[config.mk]
export PLATFORM = sky130hd
export DESIGN_NAME = utf8_decoder_with_position
export DESIGN_NICKNAME = d
export VERILOG_FILES = /design/src/sv/utf8p_pkg.sv /design/src/sv/utf8p_front.sv /design/src/sv/utf8p_queue.sv /design/src/sv/utf8p_back.sv /design/src/sv/utf8_decoder_with_position.sv
export SDC_FILE = /design/constraint.sdc
export NUM_CORES = 1
export LEC_CHECK = 0
export BUFFER_PORTS_ARGS = -buffer_cell sky130_fd_sc_hd__buf_4
export CORE_MARGIN = 4
export CORE_UTILIZATION = 45
export CTS_BUF_LIST = sky130_fd_sc_hd__clkbuf_16
export CTS_CLUSTER_SIZE = 16
export DETAILED_ROUTE_END_ITERATION = 16
export PLACE_DENSITY_LB_ADDON = 0.25
export SLEW_MARGIN = 20
export SYNTH_ARGS = -nofsm -noshare
export SYNTH_HDL_FRONTEND = slang
export SYNTH_SLANG_ARGS = --single-unit
[constraint.sdc]
create_clock -name clock -period 9.06 [get_ports clock]
set_input_delay 0.453 -clock clock [delete_from_list [all_inputs] [get_ports clock]]
set_output_delay 0.453 -clock clock [all_outputs]
set_load 0.05 [all_outputs]
[src/sv/utf8p_pkg.sv]
`timescale 1ns / 1ps
// ----------------------------------------------------------------------------
// utf8p_pkg
// Shared types and byte constants for the UTF-8 decoder with position.
// ----------------------------------------------------------------------------
package utf8p_pkg;

   localparam int COUNTER_BITS_DEFAULT = 32;
   localparam int QUEUE_DEPTH          = 4;   // power of two

   localparam int CP_BITS    = 21;
   localparam int COUNT_BITS = 3;
   localparam int POS_BITS   = 32;

   // byte values used by the decoder
   localparam logic [7:0] BYTE_NUL     = 8'h00;
   localparam logic [7:0] BYTE_ASCII   = 8'h80;
   localparam logic [7:0] LEAD_MIN     = 8'hc2;
   localparam logic [7:0] LEAD_3B      = 8'he0;
   localparam logic [7:0] LEAD_4B      = 8'hf0;
   localparam logic [7:0] LEAD_LIMIT   = 8'hf5;
   localparam logic [7:0] LEAD_E0      = 8'he0;
   localparam logic [7:0] LEAD_ED      = 8'hed;
   localparam logic [7:0] LEAD_F0      = 8'hf0;
   localparam logic [7:0] LEAD_F4      = 8'hf4;
   localparam logic [7:0] CONT_LO      = 8'h80;
   localparam logic [7:0] CONT_HI      = 8'hbf;
   localparam logic [7:0] CONT_LO_E0   = 8'ha0;
   localparam logic [7:0] CONT_HI_ED   = 8'h9f;
   localparam logic [7:0] CONT_LO_F0   = 8'h90;
   localparam logic [7:0] CONT_HI_F4   = 8'h8f;

   localparam logic [CP_BITS-1:0] CP_NEWLINE = 21'd10;
   localparam logic [CP_BITS-1:0] CP_MAX     = 21'h10ffff;
   localparam logic [COUNT_BITS-1:0] MAX_SEQ_BYTES = 3'd4;

   // one decoded event passed from the front end to the position tracker
   typedef struct packed {
      logic [CP_BITS-1:0]    code_point;
      logic [COUNT_BITS-1:0] byte_count;
      logic                  malformed;
   } utf8p_event_type;

endpackage

[src/sv/utf8p_front.sv]
`timescale 1ns / 1ps
// ----------------------------------------------------------------------------
// utf8p_front
// Byte front end: validates strict UTF-8 and assembles code points.
// ----------------------------------------------------------------------------
module utf8p_front
   import utf8p_pkg::*;
(
   input  logic            clock,
   input  logic            reset,
   input  logic            byte_valid,
   output logic            byte_ready,
   input  logic [7:0]      byte_data,
   input  logic            queue_full,
   output logic            evt_push,
   output utf8p_event_type evt_data
);

   logic [1:0]         rem_ff, rem_in;
   logic [2:0]         total_ff, total_in;
   logic [CP_BITS-1:0] partial_ff, partial_in;
   logic [7:0]         lead_ff, lead_in;
   logic [1:0]         cidx_ff, cidx_in;

   logic               accept;
   logic [7:0]         lo, hi;
   logic [1:0]         rem_dec;
   logic [CP_BITS-1:0] shifted;
   logic [CP_BITS-1:0] partial_new;

   assign byte_ready = !queue_full;
   assign accept     = byte_valid && byte_ready;

   always_comb begin
      rem_in      = rem_ff;
      total_in    = total_ff;
      partial_in  = partial_ff;
      lead_in     = lead_ff;
      cidx_in     = cidx_ff;
      evt_push    = 1'b0;
      evt_data    = '0;
      lo          = CONT_LO;
      hi          = CONT_HI;
      rem_dec     = rem_ff - 2'd1;
      case (rem_dec)
         2'd0:    shifted = {15'b0, byte_data[5:0]};
         2'd1:    shifted = {9'b0, byte_data[5:0], 6'b0};
         default: shifted = {3'b0, byte_data[5:0], 12'b0};
      endcase
      partial_new = partial_ff | shifted;

      // second byte range is narrowed by the lead
      if (cidx_ff == 2'd0) begin
         case (lead_ff)
            LEAD_E0: lo = CONT_LO_E0;
            LEAD_ED: hi = CONT_HI_ED;
            LEAD_F0: lo = CONT_LO_F0;
            LEAD_F4: hi = CONT_HI_F4;
            default: ;
         endcase
      end

      if (accept) begin
         if (rem_ff == 2'd0) begin
            if (byte_data == BYTE_NUL) begin
               evt_push           = 1'b1;
               evt_data.malformed = 1'b1;
            end else if (byte_data < BYTE_ASCII) begin
               evt_push            = 1'b1;
               evt_data.code_point = {13'b0, byte_data};
               evt_data.byte_count = 3'd1;
            end else if (byte_data < LEAD_MIN || byte_data >= LEAD_LIMIT) begin
               evt_push           = 1'b1;
               evt_data.malformed = 1'b1;
            end else begin
               lead_in = byte_data;
               cidx_in = 2'd0;
               if (byte_data < LEAD_3B) begin
                  total_in   = 3'd2;
                  rem_in     = 2'd1;
                  partial_in = {10'b0, byte_data[4:0], 6'b0};
               end else if (byte_data < LEAD_4B) begin
                  total_in   = 3'd3;
                  rem_in     = 2'd2;
                  partial_in = {5'b0, byte_data[3:0], 12'b0};
               end else begin
                  total_in   = 3'd4;
                  rem_in     = 2'd3;
                  partial_in = {byte_data[2:0], 18'b0};
               end
            end
         end else if (byte_data < lo || byte_data > hi) begin
            // bad continuation: drop the partial character, byte is consumed
            evt_push           = 1'b1;
            evt_data.malformed = 1'b1;
            rem_in             = '0;
            total_in           = '0;
            partial_in         = '0;
            lead_in            = '0;
            cidx_in            = '0;
         end else if (rem_dec == 2'd0) begin
            evt_push            = 1'b1;
            evt_data.code_point = partial_new;
            evt_data.byte_count = total_ff;
            rem_in              = '0;
            total_in            = '0;
            partial_in          = '0;
            lead_in             = '0;
            cidx_in             = '0;
         end else begin
            rem_in     = rem_dec;
            partial_in = partial_new;
            cidx_in    = cidx_ff + 2'd1;
         end
      end
   end

   always_ff @(posedge clock) begin
      if (reset) begin
         rem_ff     <= '0;
         total_ff   <= '0;
         partial_ff <= '0;
         lead_ff    <= '0;
         cidx_ff    <= '0;
      end else begin
         rem_ff     <= rem_in;
         total_ff   <= total_in;
         partial_ff <= partial_in;
         lead_ff    <= lead_in;
         cidx_ff    <= cidx_in;
      end
   end

endmodule

[src/sv/utf8p_queue.sv]
`timescale 1ns / 1ps
// ----------------------------------------------------------------------------
// utf8p_queue
// Small event FIFO between the decoder front end and the position tracker.
// ----------------------------------------------------------------------------
module utf8p_queue
   import utf8p_pkg::*;
(
   input  logic            clock,
   input  logic            reset,
   input  logic            push,
   input  utf8p_event_type push_data,
   output logic            full,
   input  logic            pop,
   output logic            pop_valid,
   output utf8p_event_type pop_data
);

   localparam int PTR_BITS = $clog2(QUEUE_DEPTH);
   localparam int CNT_BITS = $clog2(QUEUE_DEPTH + 1);
   localparam logic [CNT_BITS-1:0] DEPTH_CNT = CNT_BITS'(QUEUE_DEPTH);

   utf8p_event_type      slot_ff [QUEUE_DEPTH];
   logic [PTR_BITS-1:0]  wptr_ff, wptr_in;
   logic [PTR_BITS-1:0]  rptr_ff, rptr_in;
   logic [CNT_BITS-1:0]  cnt_ff, cnt_in;
   logic                 do_push, do_pop;

   assign full      = (cnt_ff == DEPTH_CNT);
   assign pop_valid = (cnt_ff != '0);
   assign pop_data  = slot_ff[rptr_ff];
   assign do_push   = push && !full;
   assign do_pop    = pop && pop_valid;

   always_comb begin
      wptr_in = do_push ? wptr_ff + 1'b1 : wptr_ff;
      rptr_in = do_pop  ? rptr_ff + 1'b1 : rptr_ff;
      cnt_in  = cnt_ff;
      if (do_push && !do_pop) begin
         cnt_in = cnt_ff + 1'b1;
      end else if (do_pop && !do_push) begin
         cnt_in = cnt_ff - 1'b1;
      end
   end

   always_ff @(posedge clock) begin
      if (do_push) begin
         slot_ff[wptr_ff] <= push_data;
      end
   end

   always_ff @(posedge clock) begin
      if (reset) begin
         wptr_ff <= '0;
         rptr_ff <= '0;
         cnt_ff  <= '0;
      end else begin
         wptr_ff <= wptr_in;
         rptr_ff <= rptr_in;
         cnt_ff  <= cnt_in;
      end
   end

endmodule

[src/sv/utf8p_back.sv]
`timescale 1ns / 1ps
// ----------------------------------------------------------------------------
// utf8p_back
// Position tracker: saturating line and column counters and result register.
// ----------------------------------------------------------------------------
module utf8p_back
   import utf8p_pkg::*;
#(
   parameter int COUNTER_BITS = COUNTER_BITS_DEFAULT
) (
   input  logic                  clock,
   input  logic                  reset,
   input  logic                  evt_valid,
   input  utf8p_event_type       evt_data,
   output logic                  evt_pop,
   output logic                  out_valid,
   input  logic                  out_ready,
   output utf8p_event_type       out_evt,
   output logic [POS_BITS-1:0]   out_line,
   output logic [POS_BITS-1:0]   out_column
);

   logic [COUNTER_BITS-1:0] lines_ff, lines_in;
   logic [COUNTER_BITS-1:0] column_ff, column_in;
   logic                    valid_ff, valid_in;
   utf8p_event_type         evt_ff;

   assign evt_pop = evt_valid && (!valid_ff || out_ready);

   always_comb begin
      lines_in  = lines_ff;
      column_in = column_ff;
      valid_in  = valid_ff && !out_ready;
      if (evt_pop) begin
         valid_in = 1'b1;
         if (!evt_data.malformed) begin
            if (evt_data.code_point == CP_NEWLINE) begin
               if (lines_ff != '1) begin
                  lines_in = lines_ff + 1'b1;
               end
               column_in = '0;
            end else if (column_ff != '1) begin
               column_in = column_ff + 1'b1;
            end
         end
      end
   end

   always_ff @(posedge clock) begin
      if (reset) begin
         lines_ff  <= '0;
         column_ff <= '0;
         valid_ff  <= 1'b0;
      end else begin
         lines_ff  <= lines_in;
         column_ff <= column_in;
         valid_ff  <= valid_in;
      end
   end

   always_ff @(posedge clock) begin
      if (evt_pop) begin
         evt_ff <= evt_data;
      end
   end

   assign out_valid = valid_ff;
   assign out_evt   = evt_ff;

   // counters show up on the port as their low 32 bits, zero-extended when narrower
   generate
      if (COUNTER_BITS >= POS_BITS) begin : g_wide
         assign out_line   = lines_ff[POS_BITS-1:0];
         assign out_column = column_ff[POS_BITS-1:0];
      end else begin : g_narrow
         assign out_line   = {{(POS_BITS-COUNTER_BITS){1'b0}}, lines_ff};
         assign out_column = {{(POS_BITS-COUNTER_BITS){1'b0}}, column_ff};
      end
   endgenerate

endmodule

[src/sv/utf8_decoder_with_position.sv]
`timescale 1ns / 1ps
// ----------------------------------------------------------------------------
// utf8_decoder_with_position
// Strict UTF-8 byte decoder reporting code point, length, line and column.
// ----------------------------------------------------------------------------
//  channel   dir   payload
//  req_*     in    tdata[7:0] data_byte
//  rsp_*     out   tdata: code_point, byte_count, line_count, column_count;
//                  tuser: malformed
//
//  One byte per cycle while the event queue is not full; a result for the byte
//  that ends a character or fails passes front end decode, event queue, result register.
//  A four-entry event queue sits between decoder and position tracker, so
//  req_tready drops only when that queue fills while rsp_tready is low.
//  Synchronous reset clears the decode state, the queue and both counters.
// ----------------------------------------------------------------------------
module utf8_decoder_with_position
   import utf8p_pkg::*;
#(
   parameter int COUNTER_BITS = COUNTER_BITS_DEFAULT
) (
   input  logic        clock,
   input  logic        reset,
   input  logic        req_tvalid,
   output logic        req_tready,
   input  logic [7:0]  req_tdata,   // [7:0] data_byte
   output logic        rsp_tvalid,
   input  logic        rsp_tready,
   output logic [87:0] rsp_tdata,   // [20:0] code_point, [23:21] byte_count,
                                    // [55:24] line_count, [87:56] column_count
   output logic        rsp_tuser    // [0] malformed
);

   logic            q_full;
   logic            f_push;
   utf8p_event_type f_evt;
   logic            q_pop;
   logic            q_valid;
   utf8p_event_type q_evt;
   utf8p_event_type r_evt;
   logic [POS_BITS-1:0] r_line;
   logic [POS_BITS-1:0] r_column;

   utf8p_front u_front (
      .clock      (clock),
      .reset      (reset),
      .byte_valid (req_tvalid),
      .byte_ready (req_tready),
      .byte_data  (req_tdata),
      .queue_full (q_full),
      .evt_push   (f_push),
      .evt_data   (f_evt)
   );

   utf8p_queue u_queue (
      .clock     (clock),
      .reset     (reset),
      .push      (f_push),
      .push_data (f_evt),
      .full      (q_full),
      .pop       (q_pop),
      .pop_valid (q_valid),
      .pop_data  (q_evt)
   );

   utf8p_back #(
      .COUNTER_BITS (COUNTER_BITS)
   ) u_back (
      .clock      (clock),
      .reset      (reset),
      .evt_valid  (q_valid),
      .evt_data   (q_evt),
      .evt_pop    (q_pop),
      .out_valid  (rsp_tvalid),
      .out_ready  (rsp_tready),
      .out_evt    (r_evt),
      .out_line   (r_line),
      .out_column (r_column)
   );

   assign rsp_tdata = {r_column, r_line, r_evt.byte_count, r_evt.code_point};
   assign rsp_tuser = r_evt.malformed;

   // an error result carries no code point and no length
   a_err_empty : assert property (@(posedge clock) disable iff (reset)
      rsp_tvalid && rsp_tuser |-> rsp_tdata[23:0] == 24'd0)
      else $error("error result with nonzero code point or length");

   // a decoded character is a scalar value of one to four bytes
   a_char_range : assert property (@(posedge clock) disable iff (reset)
      rsp_tvalid && !rsp_tuser |->
         rsp_tdata[23:21] != 3'd0 && rsp_tdata[23:21] <= MAX_SEQ_BYTES
         && rsp_tdata[20:0] <= CP_MAX)
      else $error("decoded character out of range");

   // the front end never pushes into a full queue
   a_no_overflow : assert property (@(posedge clock) disable iff (reset)
      f_push |-> !q_full)
      else $error("event pushed while queue full");

   // a queued event is taken whenever the result register is free
   a_drain : assert property (@(posedge clock) disable iff (reset)
      q_valid && !rsp_tvalid |=> rsp_tvalid)
      else $error("queued event not moved to result register");

endmodule
==> results of run 1 <==
## worst max-delay path by stage
stage | slack [ns] | start | to | cells past startpoint
after detailed placement | 4.53 | flip-flop | u_back.out_column[28] | 7
final | 4.56 | flip-flop | u_back.out_column[28] | 7
after floorplan | 5.65 | u_front.cidx_ff[0] | u_queue.cnt_ff[2] | 16
after global placement | 4.67 | flip-flop | u_back.out_column[28] | 7
after CTS | 4.52 | flip-flop | u_back.out_column[28] | 7
after global routing | 4.09 | flip-flop | u_back.out_column[28] | 7
## worst reg2reg max path, stage by stage, from the launching register on
cell	delay (ns)
dfxtp_2	0.91
mux4_2	0.63
nor4b_1	0.36
nand4_1	0.45
nor3_2	0.85
o2111ai_1	0.57
or3_1	0.51
a21oi_1	0.15
## sequential cells by signal (all words and copies together) (netlist names), 2 cells and up, named ones only
signal,flops
u_back.out_column,32
u_front.rem_ff,2
u_queue.slot_ff,100
u_back.out_line,32
u_front.total_ff,3
u_queue.wptr_ff,2
u_queue.cnt_ff,3
u_queue.rptr_ff,2
u_front.lead_ff,8
u_back.out_evt,25
u_front.cidx_ff,2
u_front.partial_ff,21
## final cells by class
| class | instances | area, um^2 | share of cell area [%] |
|---|---|---|---|
| Multi-Input combinational cell | 538 | 3597 | 30.94 |
| Tap cell | 275 | 344.1 | 2.960 |
| Sequential cell | 235 | 5957 | 51.24 |
| Inverter | 24 | 90.09 | 0.7749 |
| Timing Repair Buffer | 112 | 840.8 | 7.233 |
| Clock inverter | 18 | 145.1 | 1.249 |
| Clock buffer | 26 | 650.6 | 5.597 |
## metal layers
| metal | vias to the layer above | global-route usage, % | routed length, um |
|---|---|---|---|
| li1 | 3279 | - | - |
| met1 | 3298 | 25.80 | 9904 |
| met2 | 151 | 27.06 | 9937 |
| met3 | 30 | 2.497 | 1004 |
| met4 | 0 | 4.585 | 432 |
| met5 | - | 0 | 0 |
## kinds of logic after synthesis
group,count (synthesis)
AOI/OAI and AO/OA,125
xor gates and xnor gates,47
adders and majority gates,15
buffers and inverters,69
DFF,235
muxes,27
and+or+nand+nor,324
## power by group through the flow
stage	Clock (mW)	Sequential, mW	Combinational [mW]
final	0.977	1.35	0.717
after global routing	1.05	1.37	0.766
after CTS	0.997	1.36	0.723
after detailed placement	0	1.38	0.722
after global placement	0	1.38	0.715
after floorplan	0	1.56	0.323
## metrics by stage
step	total power, mW	cell area [um^2]	setup slack [ns]	instances
2_1_floorplan	1.888	9834	5.649	842
3_3_place_gp	2.090	10830	4.670	1184
3_5_place_dp	2.100	10830	4.534	1184
4_1_cts	3.076	11620	4.523	1228
5_1_grt	3.180	11620	4.086	1228
6_report	3.045	11620	4.563	1228
## synthesized netlist by cell type, types with 2 or more instances
library cell,instances
nor4_2,5
and4_1,3
xnor2_1,19
nor4_1,12
or2_2,2
and3_1,24
mux4_2,25
and2_1,13
or3_1,16
xor2_1,28
a211oi_1,2
nand4_1,26
nand2_1,58
a22o_1,3
or4_1,7
o21ai_0,17
nor4b_1,2
a31oi_1,4
nand3_1,20
nor2_1,108
buf_6,2
o211ai_1,9
mux2i_1,2
nor2b_1,3
ha_1,14
nor3_1,16
dfxtp_1,110
inv_1,24
edfxtp_1,125
buf_2,5
a21oi_1,59
o2111ai_1,8
a22oi_1,6
o41ai_1,2
nand2b_1,4
clkbuf_1,36
o21a_1,3
==> impl_metrics.env, run 1 <==
export IMPL_drt_pass1_iter_count=5
export IMPL_synth_top_family_by_area="simple AND/OR/NAND/NOR gates"
export IMPL_synth_top_cell_area_share_pct=38.17
export IMPL_synth_adder_area_share_pct=1.985
export IMPL_r2r_end="u_back.out_column[28]"
export IMPL_netlist_top_cells_area="edfxtp_1 38%, dfxtp_1 22%, mux4_2 5.7%, nor2_1 4.1%, a21oi_1 3.0%"
export IMPL_grt_pass1_wl_um=34740
export IMPL_min_period_over_period_pct=49.64
export IMPL_start_util_pct=46.20
export IMPL_drt_iter0_markers=542
export IMPL_p_comb_share_pct=23.6
export IMPL_drv_cap=0
export IMPL_rsz0062_at_grt="false"
export IMPL_cts_sinks=235
export IMPL_num_io_pins=103
export IMPL_post_dp_hpwl_um=14280
export IMPL_track_usage_pct=17.40
export IMPL_status="completed"
export IMPL_postSynthNetCount=869
export IMPL_synth_simple_area_share_pct=16.59
export IMPL_yosysWarnings=0
export IMPL_criticalPathCategory="flip-flop to flip-flop"
export IMPL_worst_setup_path_end_kind="flip-flop"
export IMPL_cp_required_ns=9.49
export IMPL_htreeDepth=1
export IMPL_die_area_um2=24280
export IMPL_core_um2=21290
export IMPL_ant_nets=0
export IMPL_cp_top_family="simple AND/OR/NAND/NOR gates"
export IMPL_final_common_cell="edfxtp_1"
export IMPL_post_route_util_pct=54.61
export IMPL_grt_overflow_total=0
export IMPL_grt_max_degree=73
export IMPL_gp_congestion=0.7965
export IMPL_crit_arrival_ns=4.93
export IMPL_antenna_found_initial=0
export IMPL_cp_num_buf_inv=0
export IMPL_dieHeight_um=155.8
export IMPL_drc=0
export IMPL_post_cts_setup_buffers=0
export IMPL_cts_repair_resized=0
export IMPL_synth_ff_latch_count=235
export IMPL_slew_viol_final=0
export IMPL_cts_inserted_buffers=24
export IMPL_hold_depth=4
export IMPL_synth_main_ff_cell="edfxtp_1"
export IMPL_syn_cell_area_um2=9834
export IMPL_final_hold_viol_count=0
export IMPL_synth_edff_count=125
export IMPL_areaGrowthSynthToFinish_pct=18.21
export IMPL_worst_r2r_cell_count=7
export IMPL_clk_pin_slew_ns=0.06
export IMPL_worstPathMaxFanout=25
export IMPL_die_w_um=155.8
export IMPL_setup_viol=0
export IMPL_clockRootBuffer="clkbuf_16"
export IMPL_seq_power_share_pct=44.4
export IMPL_async_flop_share_pct=0
export IMPL_synth_top_cell_by_area="edfxtp_1"
export IMPL_internal_power_mw=2.089
export IMPL_hold_start="rsp_tready"
export IMPL_worst_pin_slew_ns=0.8808
export IMPL_powerDensity_nw_per_um2=261.9
export IMPL_path_cells="mux4_2 -> nor4b_1 -> nand4_1 -> nor3_2 -> o2111ai_1 -> or3_1 -> a21oi_1"
export IMPL_viasPerCell=5.503
export IMPL_rows=53
export IMPL_cpPeakStageDelay_ns=0.91
export IMPL_setup_tns_ns=0
export IMPL_drive_gt1_share_pct=19.52
export IMPL_layout_common_cells="125 x edfxtp_1, 112 x buf_4, 109 x dfxtp_1"
export IMPL_ir_drop_uv=126.1
export IMPL_syn_inst=842
export IMPL_power_share_clock_pct=32.1
export IMPL_skew_ns=0.01702
export IMPL_cts_tree="done"
export IMPL_ys_seq_area_share_pct=60.56
export IMPL_switching_power_mw=0.9556
export IMPL_hold_buffers=0
export IMPL_wl_um=21280
export IMPL_crit_path_top_delay_cell="dfxtp_2"
export IMPL_postSynthAreaPerCell_um2=11.68
export IMPL_grt_pass1_vias=6481
export IMPL_diodes=0
export IMPL_hold_class="input pin to flip-flop"
export IMPL_leakage_nw=4.278
export IMPL_yosysUniqueCellTypes=57
export IMPL_wl_per_cell_um=17.33
export IMPL_swShare_pct=31.38
export IMPL_vias=6758
export IMPL_slew_headroom_pct=41.28
export IMPL_nNetsFinal=962
export IMPL_synth_mux_area_share_pct=5.929
export IMPL_numPortBuffers=102
export IMPL_layout_min_cycle_time_ns=4.497
export IMPL_synthXorXnorAreaFrac_pct=4.186
export IMPL_clk_latency_ns=0.51
export IMPL_timing_fmax_ghz=0.2224
export IMPL_whs_endpoint="u_back.out_valid"
export IMPL_cts_buffer_depth=3
export IMPL_r2r_slack_ns=4.56
export IMPL_cp_start_kind="flip-flop"
export IMPL_fillers=1829
export IMPL_hold_slack_ns=0.2471
export IMPL_synth_compound_area_share_pct=7.863
(Power assumes the default switching activity.)
==> run 2, diff against run 1 <==
--- a/config.mk
+++ b/config.mk
@@ -5,6 +5,7 @@
 export SDC_FILE = /design/constraint.sdc
 export NUM_CORES = 1
 export LEC_CHECK = 0
+export ABC_AREA = 1
 export BUFFER_PORTS_ARGS = -buffer_cell sky130_fd_sc_hd__buf_4
 export CORE_MARGIN = 4
 export CORE_UTILIZATION = 45
==> constraint.sdc (replaced) <==
create_clock -name clock -period 3.8 [get_ports clock]
set_input_delay 0.19 -clock clock [delete_from_list [all_inputs] [get_ports clock]]
set_output_delay 0.19 -clock clock [all_outputs]
set_load 0.05 [all_outputs]
==> run 2 against run 1 <==
Compared with the run above:
- setup slack got worse by 4.2 ns
- wire length rose by 43%
- clock-buffer cell count unchanged
- non-clock buffer count is 9 higher
- total power grew to 2.9 times the previous value
- global-route usage up 3.9 points
- fmax rose by 31%
- highest routed layer unchanged
==> impl_metrics.env, run 2 <==
export IMPL_worst_r2r_cell_count=17
export IMPL_track_usage_pct=21.29
export IMPL_nNetsFinal=1556
export IMPL_dieHeight_um=168.5
export IMPL_skew_ns=0.01560
export IMPL_areaGrowthSynthToFinish_pct=17.40
export IMPL_num_io_pins=103
export IMPL_finalWorstSetupSlack_ns=0.3616
export IMPL_cts_sinks=235
export IMPL_placed_cell_area_um2=12620
export IMPL_leakage_nw=5.310
export IMPL_syn_cell_area_um2=11580
export IMPL_synth_common_cells="405 x nand2_1, 153 x nand3_1, 143 x nor2_1, 134 x a21oi_1, 125 x edfxtp_1"
export IMPL_grt_pass1_wl_um=50080
export IMPL_status="completed"
export IMPL_synth_top_cell_area_share_pct=32.40
export IMPL_path_cells="nand2_1 -> nor3b_1 -> nand4_1 -> a21oi_1 -> ha_1 -> nand2_1 -> nor3_1 -> nand3_1 -> a21oi_2 -> nand4_2 -> nand2_1 -> inv_1 -> ha_1 -> inv_1 -> fa_1 -> o21ai_0 -> nor2_1"
export IMPL_rsz0062_at_grt="false"
export IMPL_dp_worst_setup_slack_ns=0.3929
export IMPL_syn_inst=1439
export IMPL_drv_cap=0
export IMPL_synth_ff_latch_count=235
export IMPL_cp_top_family="simple AND/OR/NAND/NOR gates"
export IMPL_setup_viol=0
export IMPL_yosysUniqueCellTypes=39
export IMPL_hold_class="input pin to flip-flop"
export IMPL_criticalPathCategory="flip-flop to flip-flop"
export IMPL_crit_arrival_ns=3.86
export IMPL_cts_repair_resized=0
export IMPL_antenna_found_initial=0
export IMPL_die_area_um2=28380
export IMPL_post_cts_setup_buffers=0
export IMPL_synth_edff_count=125
export IMPL_setup_tns_ns=0
export IMPL_gp_congestion=0.9346
export IMPL_rows=58
export IMPL_drt_pass1_iter_count=5
export IMPL_yosysWarnings=0
export IMPL_drc=0
export IMPL_cts_inserted_buffers=26
export IMPL_min_period_over_period_pct=90.48
export IMPL_cpPeakStageDelay_ns=0.42
export IMPL_core_um2=25250
export IMPL_layout_min_cycle_time_ns=3.438
export IMPL_wl_um=30460
export IMPL_clk_pin_slew_ns=0.06
export IMPL_powerDensity_nw_per_um2=638.9
export IMPL_die_w_um=168.5
export IMPL_cp_required_ns=4.22
export IMPL_worst_pin_slew_ns=0.8632
export IMPL_diodes=0
export IMPL_clockRootBuffer="clkbuf_16"
export IMPL_layout_common_cells="405 x nand2_1, 153 x nand3_1, 137 x nor2_1"
export IMPL_async_flop_share_pct=0
export IMPL_final_hold_viol_count=0
export IMPL_drt_iter0_markers=638
export IMPL_cpMostUsedCell="nand2_1"
export IMPL_htreeDepth=1
export IMPL_worst_path_stages=17
export IMPL_fin_area_um2=13600
export IMPL_largest_register="u_queue.slot_ff"
export IMPL_ir_drop_uv=581.3
export IMPL_synth_main_ff_cell="edfxtp_1"
export IMPL_grt_overflow_total=0
export IMPL_postSynthAreaPerCell_um2=8.051
export IMPL_slew_headroom_pct=42.45
export IMPL_synth_top_cell_by_area="edfxtp_1"
export IMPL_grt_pass1_vias=9441
export IMPL_netlist_top_cells_area="edfxtp_1 32%, dfxtp_1 19%, nand2_1 13%, nand3_1 6.6%, a21oi_1 5.8%"
export IMPL_hold_depth=5
export IMPL_fillers=2443
export IMPL_viasPerCell=5.285
export IMPL_ant_nets=0
export IMPL_cp_num_buf_inv=2
export IMPL_cts_tree="done"
export IMPL_slew_viol_final=0
export IMPL_ys_seq_area_share_pct=51.41
export IMPL_timing_fmax_ghz=0.2908
export IMPL_worstPathMaxFanout=7
export IMPL_crit_path_top_delay_cell="fa_1"
export IMPL_numPortBuffers=102
export IMPL_cp_start_kind="flip-flop"
export IMPL_start_util_pct=45.87
export IMPL_clk_latency_ns=0.54
export IMPL_synth_most_common_cell="nand2_1"
export IMPL_postSynthNetCount=1466
export IMPL_largest_reg_flops=100
export IMPL_drive_gt1_share_pct=12.14
export IMPL_final_common_cell="nand2_1"
export IMPL_wl_per_cell_um=16.21
export IMPL_post_dp_hpwl_um=20570
export IMPL_grt_max_degree=76
export IMPL_vias=9930
export IMPL_hold_buffers=1
export IMPL_worst_setup_path_end_kind="flip-flop"
export IMPL_cts_buffer_depth=3
-- run 2: cell types whose count changed after synthesis, moves of 12 or more --
cell      delta
nand2_1    +347
nand3_1    +133
inv_1       +84
a21oi_1     +75
nor2_1      +35
buf_2       +25
mux4_2      -25
and3_1      -23
o21ai_0     +20
clkbuf_1    -19
nor3_1      +17
or3_1       -16
and2_1      -12
-- run 2: path summary, 6_finish.rpt --
path,startpoint,end,slack (ns)
max reg2reg,u_front.lead_ff[7],u_queue.cnt_ff[1],0.36
min reg2reg,u_front.partial_ff[1],u_front.partial_ff[1],0.45
max,u_front.lead_ff[7],u_queue.cnt_ff[1],0.36
min,req_tdata[5],u_front.partial_ff[17],0.14
-- run 2: per-stage QoR --
stage | utilization (%) | cells | total power [mW] | hold WS (ns)
2_1_floorplan | - | 1439 | 5.192 | 0.3640
3_3_place_gp | 49.99 | 1830 | 5.914 | 0.4357
3_5_place_dp | 49.99 | 1830 | 5.953 | 0.4372
4_1_cts | 53.85 | 1879 | 8.764 | 0.1116
5_1_grt | 53.85 | 1879 | 9.165 | 0.1528
6_report | 53.85 | 1879 | 8.689 | 0.1357
-- run 2: cells by family after synthesis --
logic type | count (synthesis) | synth area share (%)
xor gates and xnor gates | 53 | 4.007
buffers and inverters | 178 | 6.480
and+or+nand+nor | 770 | 27.99
adders and majority gates | 15 | 1.685
AOI/OAI and AO/OA | 188 | 8.424
DFF | 235 | 51.41
-- run 2: final cells by class --
type                       instances  area (um^2)  share of cell area, %
inverter                         119        446.7                  3.284
sequential                       235         5956                  43.79
clock inverter                    22        315.3                  2.318
multi-input combinational       1026         4908                  36.09
timing repair buffer             121        910.9                  6.697
tap                              330        412.9                  3.036
clock buffer                      26        650.6                  4.784
-- run 2: worst min-delay path, delay by kind of cell --
family	cells	cell delay (ns)
buf+inv	2	0.20
simple gates	2	0.15
compound gates	1	0.10
-- run 2: report_power, final --
group          switching (mW)  internal (mW)  total [mW]
combinational            2.04          0.640        2.68
clock                    1.01           1.79        2.80
sequential              0.123           3.09        3.21
total                    3.17           5.52        8.69
-- run 2: layer usage --
layer	global-route usage (%)	up-vias	wire, um
met4	3.634	0	370
li1	-	4946	-
met1	31.46	4653	14500
met2	34.00	293	13670
met3	3.129	38	1924
met5	0	-	0
==> run 3, diff against run 2 <==
--- a/config.mk
+++ b/config.mk
@@ -8,7 +8,7 @@
 export ABC_AREA = 1
 export BUFFER_PORTS_ARGS = -buffer_cell sky130_fd_sc_hd__buf_4
 export CORE_MARGIN = 4
-export CORE_UTILIZATION = 45
+export CORE_UTILIZATION = 54
 export CTS_BUF_LIST = sky130_fd_sc_hd__clkbuf_16
 export CTS_CLUSTER_SIZE = 16
 export DETAILED_ROUTE_END_ITERATION = 16
==> run 3 against run 2 <==
Compared with the run above:
- core utilization rose by 9.3 points
- via count rose by 0.20%
- total power decreased by 6.2%
- critical path depth did not move
- register-to-register slack better by 0.02 ns
==> impl_metrics.env, run 3 (synthesized netlist as in run 2, its figures left out) <==
export IMPL_hold_start="req_tdata[1]"
export IMPL_die_w_um=154.5
export IMPL_numPortBuffers=102
export IMPL_nNetsFinal=1556
export IMPL_fin_cells=1822
export IMPL_drc=0
export IMPL_track_usage_pct=24.04
export IMPL_crit_arrival_ns=3.82
export IMPL_post_dp_hpwl_um=20290
export IMPL_r2r_slack_ns=0.38
export IMPL_fillers=1892
export IMPL_drt_pass1_iter_count=5
export IMPL_drv_cap=0
export IMPL_r2r_end="u_queue.cnt_ff[1]"
export IMPL_hold_class="input pin to flip-flop"
export IMPL_htreeDepth=1
export IMPL_drt_iter0_markers=784
export IMPL_hold_slack_ns=0.1638
export IMPL_dp_cells=1776
export IMPL_clockRootBuffer="clkbuf_16"
export IMPL_wl_per_cell_um=16.21
export IMPL_worst_r2r_cell_count=17
export IMPL_diodes=0
export IMPL_whs_endpoint="u_front.partial_ff[7]"
export IMPL_grt_pass1_wl_um=47280
export IMPL_largest_reg_flops=100
export IMPL_skew_ns=0.01423
export IMPL_setup_tns_ns=0
export IMPL_status="completed"
export IMPL_hold_buffers=1
export IMPL_leakage_nw=5.254
export IMPL_antenna_found_initial=0
export IMPL_slew_viol_final=0
export IMPL_gp_congestion=0.9332
export IMPL_post_cts_setup_buffers=0
export IMPL_r2r_start="u_front.lead_ff[6]"
export IMPL_cts_buffer_depth=3
export IMPL_criticalPathCategory="flip-flop to flip-flop"
export IMPL_wl_um=29540
export IMPL_worst_setup_path_end_kind="flip-flop"
export IMPL_rsz0062_at_grt="false"
export IMPL_vias=9950
export IMPL_ir_drop_uv=408.5
export IMPL_grt_overflow_total=0
export IMPL_dieHeight_um=154.5
export IMPL_cts_sinks=235
export IMPL_cts_inserted_buffers=25
export IMPL_cts_repair_resized=0
export IMPL_clk_latency_ns=0.51
export IMPL_viasPerCell=5.461
export IMPL_layout_min_cycle_time_ns=3.416
export IMPL_layout_common_cells="405 x nand2_1, 153 x nand3_1, 137 x nor2_1"
export IMPL_final_hold_viol_count=0
export IMPL_largest_register="u_queue.slot_ff"
export IMPL_cp_required_ns=4.20
export IMPL_setup_viol=0
export IMPL_grt_pass1_vias=9064
export IMPL_grt_max_degree=76
export IMPL_rows=53
export IMPL_worstPathMaxFanout=7
export IMPL_ant_nets=0
export IMPL_die_area_um2=23860
export IMPL_final_common_cell="nand2_1"
export IMPL_powerDensity_nw_per_um2=611.6
export IMPL_min_period_over_period_pct=89.90
export IMPL_drive_gt1_share_pct=11.96
export IMPL_areaGrowthSynthToFinish_pct=15.02
export IMPL_cts_tree="done"
export IMPL_hold_depth=5
export IMPL_start_util_pct=54.94
export IMPL_core_um2=21090
export IMPL_worst_pin_slew_ns=0.8328
export IMPL_num_io_pins=103
export IMPL_clk_pin_slew_ns=0.06
export IMPL_cp_start_kind="flip-flop"
export IMPL_timing_fmax_ghz=0.2927
export IMPL_slew_headroom_pct=44.48
==> run 3: metal layers <==
metal  wire [um]  track usage, %  up-vias  share of wire (%)
met5           0               0        -                  0
met4         613           5.845        0                2.1
met3        1986           2.938       56                6.7
met2       13260           38.12      358                 45
met1       13680           35.40     4591                 46
li1            -               -     4945                  -
==> run 3: metrics by stage <==
step,area (um^2),setup slack (ns),util [%],power [mW]
2_1_floorplan,11580,0.6769,-,5.192
3_3_place_gp,12560,0.5335,59.55,5.890
3_5_place_dp,12560,0.4478,59.55,5.946
4_1_cts,13330,0.4482,63.19,8.190
5_1_grt,13330,0.1037,63.19,8.564
6_report,13330,0.3838,63.19,8.150
==> run 3: power breakdown <==
| part | internal [mW] | switching [mW] | total [mW] | leakage [nW] |
|---|---|---|---|---|
| sequential | 3.09 | 0.125 | 3.21 | 2.15 |
| combinational | 0.644 | 2.05 | 2.69 | 2.70 |
| clock | 1.30 | 0.953 | 2.25 | 0.413 |
==> run 3: worst max-delay path, cell delays in order (launching register included) <==
cell and delay, ns:
dfxtp_1 0.32, nand2_1 0.07, nor3b_1 0.26, nand4_1 0.11, a21oi_1 0.15, ha_1 0.16
nand2_1 0.05, nor3_1 0.14, nand3_1 0.11, a21oi_2 0.29, nand4_2 0.25, nand2_1 0.33
inv_1 0.13, ha_1 0.20, inv_1 0.10, fa_1 0.41, o21ai_0 0.16, nor2_1 0.06
==> run 3: area by class of cell <==
type,instances,area (um^2),share of cell area (%)
flip-flops and latches,235,5956,44.69
multi-input cells,1026,4903,36.80
repair buffers,122,918.4,6.892
clock buffers,26,650.6,4.883
inverters,119,446.7,3.352
well taps,275,344.1,2.582
clock inverters,19,106.4,0.7981
==> run 3: how the worst max path moves through the flow <==
stage                       startpoint           endpoint  slack [ns]
floorplan             u_back.out_valid  u_queue.cnt_ff[1]        0.68
global placement    u_front.lead_ff[7]  u_queue.cnt_ff[1]        0.53
detailed placement  u_front.lead_ff[6]  u_queue.cnt_ff[1]        0.45
CTS                 u_front.lead_ff[6]  u_queue.cnt_ff[1]        0.45
global route        u_front.lead_ff[7]  u_queue.cnt_ff[2]        0.10
finish              u_front.lead_ff[6]  u_queue.cnt_ff[1]        0.38
